[config.mk]
export PLATFORM = sky130hd
export DESIGN_NAME = ghw_geom
export DESIGN_NICKNAME = d
export VERILOG_FILES = /design/src/rtl/ghw_geom.sv
export SDC_FILE = /design/constraint.sdc
export NUM_CORES = 2
export LEC_CHECK = 0
export BUFFER_PORTS_ARGS = -buffer_cell sky130_fd_sc_hd__buf_4
export CORE_UTILIZATION = 39
export CTS_CLUSTER_DIAMETER = 60
export DETAILED_ROUTE_END_ITERATION = 10
export SLEW_MARGIN = 20
export SYNTH_ARGS = -nofsm -noshare
export SYNTH_HDL_FRONTEND = slang
export SYNTH_SLANG_ARGS = --single-unit
export TNS_END_PERCENT = 1
[constraint.sdc]
create_clock -name clk_i -period 10.2 [get_ports clk_i]
set_clock_uncertainty 0.2 [all_clocks]
set_input_delay 1.53 -clock clk_i [delete_from_list [all_inputs] [get_ports clk_i]]
set_output_delay 1.53 -clock clk_i [all_outputs]
set_load 0.01 [all_outputs]
[src/rtl/ghw_geom.sv]
// registered products for the turn test and squared distance
`default_nettype none
module ghw_geom #(
  parameter int unsigned COORD_BITS = 16
) (
  input  wire logic                           clk_i,
  input  wire logic                           en_i,
  input  wire logic [COORD_BITS-1:0]          a_x_i,
  input  wire logic [COORD_BITS-1:0]          a_y_i,
  input  wire logic [COORD_BITS-1:0]          b_x_i,
  input  wire logic [COORD_BITS-1:0]          b_y_i,
  input  wire logic [COORD_BITS-1:0]          c_x_i,
  input  wire logic [COORD_BITS-1:0]          c_y_i,
  output logic signed [2*COORD_BITS+1:0]      p_bc_o,
  output logic signed [2*COORD_BITS+1:0]      p_cb_o,
  output logic signed [2*COORD_BITS+1:0]      p_xx_o,
  output logic signed [2*COORD_BITS+1:0]      p_yy_o
);

  localparam int unsigned DW = COORD_BITS + 1;
  localparam int unsigned PW = 2 * COORD_BITS + 2;

  logic signed [DW-1:0] bx, by, cx, cy;
  logic signed [PW-1:0] p_bc_d, p_cb_d, p_xx_d, p_yy_d;

  assign bx = {b_x_i[COORD_BITS-1], b_x_i} - {a_x_i[COORD_BITS-1], a_x_i};
  assign by = {b_y_i[COORD_BITS-1], b_y_i} - {a_y_i[COORD_BITS-1], a_y_i};
  assign cx = {c_x_i[COORD_BITS-1], c_x_i} - {a_x_i[COORD_BITS-1], a_x_i};
  assign cy = {c_y_i[COORD_BITS-1], c_y_i} - {a_y_i[COORD_BITS-1], a_y_i};

  assign p_bc_d = bx * cy;
  assign p_cb_d = by * cx;
  assign p_xx_d = cx * cx;
  assign p_yy_d = cy * cy;

  always_ff @(posedge clk_i) begin
    if (en_i) begin
      p_bc_o <= p_bc_d;
      p_cb_o <= p_cb_d;
      p_xx_o <= p_xx_d;
      p_yy_o <= p_yy_d;
    end
  end

endmodule
`default_nettype wire

After elaboration in Yosys (flattened, before gate mapping)
Cells that the tools add are included.
{"block": "totals", "ramBits": 0, "mem_count": 0, "ff_bits": 136, "out_inout_bits": 136, "inputBits": 98, "wordCells": 12, "latchBits": 0, "rom_bits": 0}
{"block": "classes", "n_mux": 0, "shift": 0, "bitwise": 0, "n_eq_ne": 0, "n_addsub": 4, "reduce_logical": 0, "div": 0, "multipliers": 4, "magnitude_cmp": 0}
{"operator": "17-bit by 17-bit multiplier with 34-bit output", "n": 4}
{"operator": "16-bit by 16-bit subtractor with 17-bit output", "n": 4}

Depth between registers and ports, before layout
{"block": "logic_depth", "ltp_word": 2, "depth_mapped": 37, "mapped_depth_nobuf": 35}

Worst setup path before layout
No wires, ideal clock.
{"block": "synth_path", "path_kind": "input-to-reg", "from": "input port b_x_i[0]", "to": "register p_bc_o[33], data pin", "stages": 34, "setup_slack_ns": 0.515, "arrival_time_ns": 9.226, "required_ns": 9.740, "path_buffers": 1, "setup_ns": 0.260, "path_cell_list": "inv_1 > ha_1 > fa_1 > nor2b_1 > o21ai_0 > a21boi_0 > o211ai_1 > a21oi_1 > o21ai_0 > a211o_1 > nand3_1 > clkbuf_1 > nand2_1 > fa_1 > inv_1 > fa_1 > inv_1 > fa_1 > inv_1 > fa_1 > inv_1 > fa_1 > inv_1 > fa_1 > ha_1 > and3_1 > o2111a_1 > a2111oi_4 > o31ai_2 > a41o_1 > a211o_1 > a31o_1 > a21oi_2 > xnor2_1"}
{"block": "synth_via", "elab_chain_len": 2}
{"item": "start: declaration", "line": "10", "rtl": "input wire logic [COORD_BITS-1:0] b_x_i,"}
{"item": "16-bit by 16-bit subtractor with 17-bit output", "line": "26", "rtl": "assign bx = {b_x_i[COORD_BITS-1], b_x_i} - {a_x_i[COORD_BITS-1], a_x_i};"}
{"item": "17-bit by 17-bit multiplier with 34-bit output", "line": "31", "rtl": "assign p_bc_d = bx * cy;"}
{"item": "net p_bc_d[33]", "line": "24", "rtl": "logic signed [PW-1:0] p_bc_d, p_cb_d, p_xx_d, p_yy_d;"}
{"item": "end signal: assignment", "line": "38", "rtl": "p_bc_o <= p_bc_d;"}
{"item": "end: declaration", "line": "14", "rtl": "output logic signed [2*COORD_BITS+1:0] p_bc_o,"}
The timed path passes the listed nets, and every way through them passes these cells.
A chain may end at the register's enable or synchronous reset.

Worst setup path in the final report
{"block": "layout_path", "from": "input port a_x_i[1]", "to": "register p_bc_o[32], data pin"}
{"block": "layout_via", "elab_chain_len": 2}
{"item": "start: declaration", "line": "8", "rtl": "input wire logic [COORD_BITS-1:0] a_x_i,"}
{"item": "16-bit by 16-bit subtractor with 17-bit output", "line": "26"}
{"item": "17-bit by 17-bit multiplier with 34-bit output", "line": "31"}
{"item": "net p_bc_d[32]", "line": "24"}
The timed path passes the listed nets, and every way through them passes these cells.

==> impl_metrics.yaml <==
floorplan:
  die_y_um: 350
  initial_utilization_pct: 39.3
  fp.coreArea_um2: 120000
  io_pins: 234
  die_w_um: 350
  design.die.area_um2: 122000
  row_count: 127
global_route:
  gr-usage-all-layers_pct: 22.5
  grt_pass1_wl_um: 208000
  overflow: 0
  grt_max_degree: 52
  grt_pass1_vias: 36900
  antenna_found_initial: 8
worst_setup_path:
  slowest_stage: "fa_1"
  crit_path_end_kind: "flop"
  startpoint_type: "input pin"
  required_ns: 10.30
  crit_family: "adder cells"
  crit_type: "input pin to flop"
  cp.arrival_ns: 9.94
  cp.depth: 36
  crit_buf_inv: 10
  path_max_fanout: 5
  crit_path_start: "a_x_i[1]"
  cpPeakStageDelay_ns: 0.54
yosys:
  syn_area_per_cell_um2: 9.43
  syn_area_um2: 47200
  async_reset_ff_share_pct: 0
  syn_inst: 5008
  ys_ff_latch: 134
  synth_edf_count: 134
  yosys.cell_types.count: 74
  yosysWarnings: 0
  synth-main-ff-cell: "edfxtp_1"
  yosysSeqAreaShare_pct: 8.52
final_layout:
  layout.nets: 6983
  area_growth_pct: 12.2
  fillers: 11700
  diodes: 0
  drive_gt1_share_pct: 10.0
  finish.utilization_pct: 44.1
  layout_common_cells: "inv_1, fa_1, nand2_1, nor2_1, buf_4"
  layout_commonest_cell: "inv_1"
place:
  place_hpwl_um: 111000
  place.gp.congestion: 0.918
  io_buffers: 231
detailed_routing:
  dr.first_iter.drc_count: 2157
  wl_um: 129000
  via_count: 34400
  detail_route.first_pass.iterations: 6
  viasPerCell: 4.94
  drt-wirelength-per-cell_um: 18.5
  drt.antenna.violating_nets: 0
  route.detailed.drc: 0
sta:
  hold_violations: 0
  slew_headroom_pct: 15.6
  setup_violations: 0
  worst_pin_slew_ns: 1.26
  rsz0062_at_grt: "false"
  fin_crit_sh_pct: 96.4
  fmax_mhz: 102
  period_needed_ns: 9.84
  slew_viol_final: 0
clocking:
  cts_tree: "yes"
  cts-buffers-inserted: 17
  htree_levels: 4
  clock_tree.root_cell: "clkbuf_16"
  cts.sinks: 134
  clk_pin_slew_ns: 0.07
  cts_max_path_buffers: 2
status:
  outcome: "completed"
min_path:
  min_from: "en_i"
  whs_endpoint: "p_yy_o[17]$_DFFE_PP_"
  whs_path_depth: 1
  min_path_type: "input pin to flop"
flow_run:
  maxCapViolations: 0
## repair_timing
action / CTS / global route
hold buffers: 0 / 0
setup endpoints to repair: 5 / 14
resized for setup: 2 / 12
pin swaps: 0 / 4
buffers inserted: 0 / 4
## layout make-up
class                           instances  area [um^2]  share of cell area, %
Clock buffer                           17          425                  0.803
Clock inverter                         14          135                  0.255
Multi-Input combinational cell       3393        37800                   71.3
Timing Repair Buffer                  463         3590                   6.78
Tap cell                             1612         2020                   3.81
Inverter                             1336         5010                   9.47
Sequential cell                       134         4020                   7.60
## synthesized netlist by cell type, types with 8 or more instances
cell,number,share of area [%]
a211o_1,8,0.15
a211oi_1,10,0.16
a21o_1,59,0.94
a21oi_1,109,1.2
a31oi_1,24,0.32
and2_1,36,0.48
and3_1,15,0.20
buf_2,10,0.11
clkbuf_1,127,1.0
clkinv_1,10,0.080
edfxtp_1,134,8.5
fa_1,1137,48
ha_1,403,11
inv_1,1325,11
nand2_1,535,4.3
nand2b_1,29,0.38
nand3_1,36,0.38
nor2_1,472,3.8
nor2b_1,22,0.29
nor3_1,26,0.28
o211ai_1,16,0.25
o21a_1,28,0.45
o21ai_0,64,0.68
o21bai_1,22,0.35
o31a_1,10,0.19
xnor2_1,169,3.1
xor2_1,49,0.91
## sequential cells by signal, indices dropped and copies added, names as in the netlist
signal	cells
p_yy_o	33
p_cb_o	34
p_xx_o	33
p_bc_o	34
## layer usage
metal / vias to the layer above / track usage [%] / part of all wire [%]
met4: 6 / 5.06 / 1.7
met1: 17700 / 32.8 / 46
met2: 1033 / 34.1 / 44
met3: 108 / 4.99 / 8.0
li1: 15500 / - / -
met5: - / 0 / 0.031
## worst max path at each step
stage | to | slack (ns)
finish | p_bc_o[32]$_DFFE_PP_ | 0.36
detailed placement | p_bc_o[28]$_DFFE_PP_ | -0.89
global placement | p_bc_o[28]$_DFFE_PP_ | -0.83
CTS | p_bc_o[32]$_DFFE_PP_ | 0.07
global route | p_bc_o[32]$_DFFE_PP_ | 0.02
floorplan | p_bc_o[33]$_DFFE_PP_ | 0.51
## metrics by stage
| stage | std cells | setup TNS (ns) | hold WS [ns] | instance area (um^2) | worst slack [ns] |
|---|---|---|---|---|---|
| floorplan | 5009 | 0 | 1.44 | 47200 | 0.515 |
| global placement | 6934 | -4.82 | 1.74 | 52300 | -0.831 |
| detailed placement | 6934 | -5.41 | 1.74 | 52300 | -0.886 |
| CTS | 6965 | 0 | 1.14 | 52900 | 0.0721 |
| global route | 6969 | 0 | 1.17 | 53000 | 0.0230 |
| finish | 6969 | 0 | 1.18 | 53000 | 0.363 |
## cells by family after synthesis
logic type | count (synthesis) | share of synthesized area, %
compound gates | 420 | 6.01
xor+xnor | 218 | 4.05
fa+ha+maj | 1540 | 58.9
buf+inv | 1482 | 11.8
flops | 134 | 8.52
mux | 3 | 0.0636
other cells | 1 | 0.00794
simple gates | 1210 | 10.6
Power is left out: the tool's default activity adds up to more than one toggle a clock period on the data nets, which glitch-free logic cannot reach.
