==> config.mk <==
export PLATFORM = sky130hd
export DESIGN_NAME = ghw_cell_row
export DESIGN_NICKNAME = d
export VERILOG_FILES = /design/src/rtl/ghw_pkg.sv /design/src/rtl/ghw_cell.sv /design/src/rtl/ghw_cell_row.sv
export SDC_FILE = /design/constraint.sdc
export NUM_CORES = 2
export LEC_CHECK = 0
export BUFFER_PORTS_ARGS = -buffer_cell sky130_fd_sc_hd__buf_2
export CAP_MARGIN = 20
export CORE_ASPECT_RATIO = 1.5
export CORE_MARGIN = 2
export CORE_UTILIZATION = 64
export DETAILED_ROUTE_END_ITERATION = 8
export PLACE_DENSITY = 0.77
export SLEW_MARGIN = 20
export SYNTH_ARGS = -nofsm -noshare
export SYNTH_HDL_FRONTEND = slang
export SYNTH_SLANG_ARGS = --single-unit
==> constraint.sdc <==
create_clock -name clk_i -period 3.5 [get_ports clk_i]
set_input_delay 0.875 -clock clk_i [delete_from_list [all_inputs] [get_ports clk_i]]
set_output_delay 0.875 -clock clk_i [all_outputs]
set_load 0.02 [all_outputs]
==> src/rtl/ghw_pkg.sv <==
// shared beat types and constants for the gift-wrap hull core
`default_nettype none
package ghw_pkg;

  localparam int unsigned FieldBits = 16;
  localparam int unsigned IndexBits = 6;

  typedef struct packed {
    logic signed [FieldBits-1:0] point_x;
    logic signed [FieldBits-1:0] point_y;
    logic                        last_point;
  } in_beat_t;

  typedef struct packed {
    logic signed [FieldBits-1:0] vertex_x;
    logic signed [FieldBits-1:0] vertex_y;
    logic [IndexBits-1:0]        vertex_index;
    logic                        final_vertex;
    logic                        overflow_seen;
  } out_beat_t;

  // per-cycle commands from the sequencer to the cell row
  typedef struct packed {
    logic shift;
    logic clear;
    logic write;
  } row_ctrl_t;

endpackage
`default_nettype wire

==> src/rtl/ghw_cell.sv <==
// one storage cell of the point ring: holds a point and its valid bit
`default_nettype none
module ghw_cell #(
  parameter int unsigned COORD_BITS = 16
) (
  input  wire logic                  clk_i,
  input  wire logic                  rst_ni,
  input  wire ghw_pkg::row_ctrl_t    ctrl_i,
  input  wire logic                  wr_sel_i,
  input  wire logic [COORD_BITS-1:0] wr_x_i,
  input  wire logic [COORD_BITS-1:0] wr_y_i,
  input  wire logic [COORD_BITS-1:0] nb_x_i,
  input  wire logic [COORD_BITS-1:0] nb_y_i,
  input  wire logic                  nb_v_i,
  output logic      [COORD_BITS-1:0] x_o,
  output logic      [COORD_BITS-1:0] y_o,
  output logic                       v_o,
  output logic                       match_o
);

  logic [COORD_BITS-1:0] x_q, y_q;
  logic                  v_q;
  logic                  wr_en;

  assign wr_en = ctrl_i.write && wr_sel_i;

  always_ff @(posedge clk_i or negedge rst_ni) begin
    if (!rst_ni) begin
      v_q <= 1'b0;
    end else if (ctrl_i.clear) begin
      v_q <= 1'b0;
    end else if (wr_en) begin
      v_q <= 1'b1;
    end else if (ctrl_i.shift) begin
      v_q <= nb_v_i;
    end
  end

  always_ff @(posedge clk_i) begin
    if (wr_en) begin
      x_q <= wr_x_i;
      y_q <= wr_y_i;
    end else if (ctrl_i.shift) begin
      x_q <= nb_x_i;
      y_q <= nb_y_i;
    end
  end

  assign x_o     = x_q;
  assign y_o     = y_q;
  assign v_o     = v_q;
  assign match_o = v_q && (x_q == wr_x_i) && (y_q == wr_y_i);

endmodule
`default_nettype wire

==> src/rtl/ghw_cell_row.sv <==
// ring of point cells, rotating toward cell zero on shift
`default_nettype none
module ghw_cell_row #(
  parameter int unsigned MAX_POINTS = 64,
  parameter int unsigned COORD_BITS = 16
) (
  input  wire logic                          clk_i,
  input  wire logic                          rst_ni,
  input  wire ghw_pkg::row_ctrl_t            ctrl_i,
  input  wire logic [$clog2(MAX_POINTS)-1:0] wr_idx_i,
  input  wire logic [COORD_BITS-1:0]         wr_x_i,
  input  wire logic [COORD_BITS-1:0]         wr_y_i,
  output logic      [COORD_BITS-1:0]         head_x_o,
  output logic      [COORD_BITS-1:0]         head_y_o,
  output logic                               head_v_o,
  output logic                               match_o
);

  localparam int unsigned CW = $clog2(MAX_POINTS);

  logic [COORD_BITS-1:0] cx [MAX_POINTS];
  logic [COORD_BITS-1:0] cy [MAX_POINTS];
  logic [MAX_POINTS-1:0] cv;
  logic [MAX_POINTS-1:0] cm;

  for (genvar i = 0; i < MAX_POINTS; i++) begin : g_cell
    localparam int unsigned Nb = (i + 1) % MAX_POINTS;
    ghw_cell #(.COORD_BITS(COORD_BITS)) u_cell (
      .clk_i   (clk_i),
      .rst_ni  (rst_ni),
      .ctrl_i  (ctrl_i),
      .wr_sel_i(wr_idx_i == CW'(i)),
      .wr_x_i  (wr_x_i),
      .wr_y_i  (wr_y_i),
      .nb_x_i  (cx[Nb]),
      .nb_y_i  (cy[Nb]),
      .nb_v_i  (cv[Nb]),
      .x_o     (cx[i]),
      .y_o     (cy[i]),
      .v_o     (cv[i]),
      .match_o (cm[i])
    );
  end

  assign head_x_o = cx[0];
  assign head_y_o = cy[0];
  assign head_v_o = cv[0];
  assign match_o  = |cm;

endmodule
`default_nettype wire

# Word level (Yosys, flattened, before mapping)
# Cells that the tools add are included.
# totals
register_bits	2112
inputBits	43
output_inout_bits	34
wordCells	1153
# op_classes
eq_ne	191
n_mux	448
n_reduce_logical	322
# op_table
op	n
$mux 16	256
$eq 16x16->1	128
$eq 6x6->1 const B	32
$logic_and 1x1->1	192
$mux 1	192
$reduce_bool 3->1	64
$reduce_bool 2->1	64
$eq 6x5->1 const B	16
$reduce_or 64->1	1
$eq 6x4->1 const B	8
$eq 6x3->1 const B	4
$eq 6x2->1 const B	2
$eq 6x1->1 const B	1
$logic_not 6->1	1

# Longest topological paths before layout
# depth
depth_word	4
mapped_depth	10
depth_no_buf	7

# Cells and area by module
# From an unflattened synthesis, not the netlist that was laid out.
# unflattened
hier_cells	7542
hier_area_um2	111997.4
# modules_own_cells
mod	n_inst	cells_each	area_per_inst_um2	seq_area_each_um2
ghw_cell	64	116	1741.7	985.9
ghw_cell_row	1	118	530.5	0.0

# Least setup slack after synthesis
# Ideal clock, no wire load.
# synth_timing
kind	input port to output port
startpoint	in wr_y_i[14]
endpoint	out match_o
t_arrival_ns	2.593
required_time_ns	2.625
slack_ns	0.032
path_stages	10
n_path_buf	3
path_cell_list	buf_2 > buf_6 > buf_4 > xor2_1 > nor3_1 > nand3_1 > nor3_1 > nor4_1 > nand4_1 > or4_1
# synth_via
elab_chain_len	3
# synth_rtl
item	line_no	rtl
from (decl)	ghw_cell_row.sv:12	input wire logic [COORD_BITS-1:0] wr_y_i,
$eq 16x16->1	ghw_cell.sv:52	assign match_o = v_q && (x_q == wr_x_i) && (y_q == wr_y_i);
$logic_and 1x1->1	ghw_cell.sv:52	
$reduce_or 64->1 (*)	ghw_cell_row.sv:48	assign match_o = |cm;
to (decl)	ghw_cell_row.sv:16	output logic match_o
# Mark *: on every way between the ends. The rest lies on a longest branch, timed or not.

# Worst setup path after layout
# layout_timing
startpoint	in wr_x_i[15]
endpoint	out match_o
# layout_via
elab_chain_len	4
# layout_rtl
item	line_no	rtl
from (decl)	ghw_cell_row.sv:11	input wire logic [COORD_BITS-1:0] wr_x_i,
$eq 16x16->1	ghw_cell.sv:52	
$logic_and 1x1->1 (2 in a row)	ghw_cell.sv:52	
$reduce_or 64->1 (*)	ghw_cell_row.sv:48	
# Marks and branches as above.

==> results.cfg <==
[die]
coreArea_sq_um = 177000
rows = 189
initial_core_util_pct = 64.5
dieArea_sq_um = 182000
ios = 77
die_y_um = 521
die_x_um = 349

[synth]
avgSynthCellArea_sq_um = 14.2
muxShareOfSynthArea_pct = 20.2
synthesis.area_sq_um = 114000
synth-seq-cells = 2112
synth-simple-area-share_pct = 5.08
synth_fa_ha_area_share_pct = 0
ys.flop_type = edfxtp_1
synth_edf_count = 2048
synthXorXnorAreaFrac_pct = 15.7
synth_top_family_by_area = multiplexers
yosys_warnings = 0
async_reset_ff_share_pct = 3.03
synth.distinct_cells = 36
synth_nets = 8101
synth_compound_area_share_pct = 0.568
synthCells = 8058
ys_seq_area_share_pct = 55.3

[job]
cap_violations = 0

[routing]
wl_met1_um = 135000
highest_layer = met5
drc = 0
wl_met2_um = 185000
wirelength_um = 401000
wl_per_cell_um = 35.3
vias = 75750
drtIter0Drc = 10112
wl_met3_um = 43600
via_per_inst = 6.66
dr.pass1.iters = 9
ant_nets = 0

[worst_setup_path]
cp_max_fo = 17
critical-path-max-stage-delay_ns = 0.62
arrival_ns = 3.69
worstPathRequired_ns = 2.62
endpoint_kind = primary output
cp-start-kind = input port
rrSetupSlack_ns = 2.20
worstSetupPathType = input port to primary output
worstPathCellList = buf_8 > buf_16 > buf_12 > xor2_1 > buf_4 > nor4_1 > nand4_1 > nor3_1 > buf_4 > nor4_2 > nand4_1 > or4_4 > buf_6
rr_startpoint = g_cell[30].u_cell.x_o[4]
r2r_cells = 2
critPathSlowestCell = or4_4
rr_endpoint = g_cell[29].u_cell.x_o[4]
crit_buf_inv = 6
cp_top_family = simple AND/OR/NAND/NOR gates

[clock_tree]
clk_latency_ns = 0.89
tritoncts.num_buffers = 209
cts_tree = yes
clkTransAtPathRegs_ns = 0.06
cts_max_level = 4
cts_buffer_depth = 4
cts_hold_buf = 0
root_buffer = clkbuf_16
clock_sinks = 2112

[placed_design]
io_buffer_count = 76
placed_area_sq_um = 125000
placed_cells = 10801
dpl.hpwl_um = 278000
gp_congestion = 1.00

[power_and_ir_drop]
ir_drop_v = 0.000466
leakage_nw = 50.9
power_density_nw_per_um2 = 461

[timing]
maxSlewHeadroom_pct = 35.3
period_share_pct = 130
worst_pin_slew_ns = 0.970
finalHoldViolCount = 0
layout_setup_ws_ns = -1.07
drv_slew = 0
clock_skew_ns = 0.0386
setup_viol = 1
rsz0062_at_grt = yes
finalCriticalPeriod_ns = 4.57
hold_ws_ns = 0.103
fmax_mhz = 219

[cells_and_area]
design_area_sq_um = 136000
layout_commonest_cell = edfxtp_1
seq_area_sq_um = 63100
area_growth_syn_to_layout_pct = 19.0
layout-drive-gt1-share_pct = 42.0
num-fill-cells = 10859
multi_input_area_sq_um = 48700
final_cells = 11369
nNetsFinal = 8939
final_cell_mix = 2048 x edfxtp_1, 1972 x mux2_2, 1897 x xor2_1

[run_status]
outcome = finished with violations
violations = setup timing

[global_routing]
grt_pass1_vias = 76306
grt_pass1_wl_um = 553000
grtUsageTotal_pct = 43.0
overflow = 0
grt_max_degree = 42
grt_antenna_before_repair = 29

[min_path]
hold_path_class = input port to asynchronous set/reset pin
what timing repair did:
item,4_1_cts,5_1_grt
setup buffers,48,119
endpoints found under the setup margin,1,1
resized for setup,153,165
hold endpoints to repair,0,0
cloned,11,9
pin swaps,16,46
layer usage:
layer,vias up,track usage (%)
met1,38176,51.7
met2,4922,67.8
met5,-,0
met4,22,33.1
met3,1450,9.04
li1,31180,-
final cells by class:
class	instances	share of cell area, %
Antenna cell	14	0.0258
Sequential cell	2112	46.5
Inverter	3	0.00922
Multi-Input combinational cell	5234	35.9
Clock buffer	295	4.36
Clock inverter	83	0.716
Tap cell	2292	2.11
Timing Repair Buffer	1336	10.4
power by group:
group	switching [mW]	internal (mW)	leakage, nW
registers	1.41	29.6	21.0
clock network	10.1	13.4	3.40
logic	4.53	3.58	26.6
total	16.1	46.6	50.9
how the worst max path moves through the flow:
stage                                   startpoint      end  slack, ns  cells after the start
after floorplan                         wr_y_i[14]  match_o       0.03                     10
after global placement                   wr_y_i[1]  match_o      -1.92                     12
after detailed placement                 wr_y_i[1]  match_o      -1.81                     12
after CTS                 g_cell[17].u_cell.y_o[5]  match_o      -1.00                      9
after global routing                    wr_y_i[14]  match_o      -1.01                     12
final                                   wr_x_i[15]  match_o      -1.07                     13
worst reg2reg max path, cell delays in order (launching register included):
cell and delay, ns:
edfxtp_1 0.54, buf_4 0.20, mux2_1 0.28
metrics by stage:
stage	power (mW)	TNS, ns	util (%)	worst slack (ns)
floorplan	35.1	0	-	0.0319
global placement	38.6	-1.92	70.6	-1.92
detailed placement	38.7	-1.81	70.6	-1.81
CTS	62.0	-1.00	75.5	-1.00
global route	63.8	-1.01	76.7	-1.01
finish	62.6	-1.07	76.7	-1.07
state kept, by name, summed over array words and instances, names as in the netlist:
signal,count
g_cell.u_cell.x_o,1024
g_cell.u_cell.y_o,1024
g_cell.u_cell.v_o,64
kinds of logic (layout without fill, tap and decap cells):
logic type / after synthesis / after routing
mux: 2047 / 2047
flops: 2112 / 2112
other cells: 0 / 14
xor+xnor: 2045 / 2045
buf+inv: 712 / 1717
simple gates: 1027 / 1027
compound gates: 115 / 115
synth_stat cells, drive strengths merged (3+ instances only):
library cell | instances | area [sq um]
clkbuf | 388 | 1460
o2111ai | 3 | 26.3
mux2 | 2003 | 22600
xor2 | 1972 | 17300
mux2i | 44 | 440
nor3 | 128 | 641
nand3 | 126 | 631
nand4 | 69 | 432
a2111oi | 3 | 26.3
nand2b | 48 | 300
a21oi | 44 | 220
xnor2 | 73 | 639
nor4 | 465 | 2910
dfrtp | 64 | 1600
edfxtp | 2048 | 61500
nor2 | 45 | 196
nor2b | 20 | 125
o21ai | 45 | 225
or2 | 25 | 156
nand2 | 95 | 357
buf | 321 | 2180
a211oi | 20 | 150
Power figures use the tool's default switching activity.
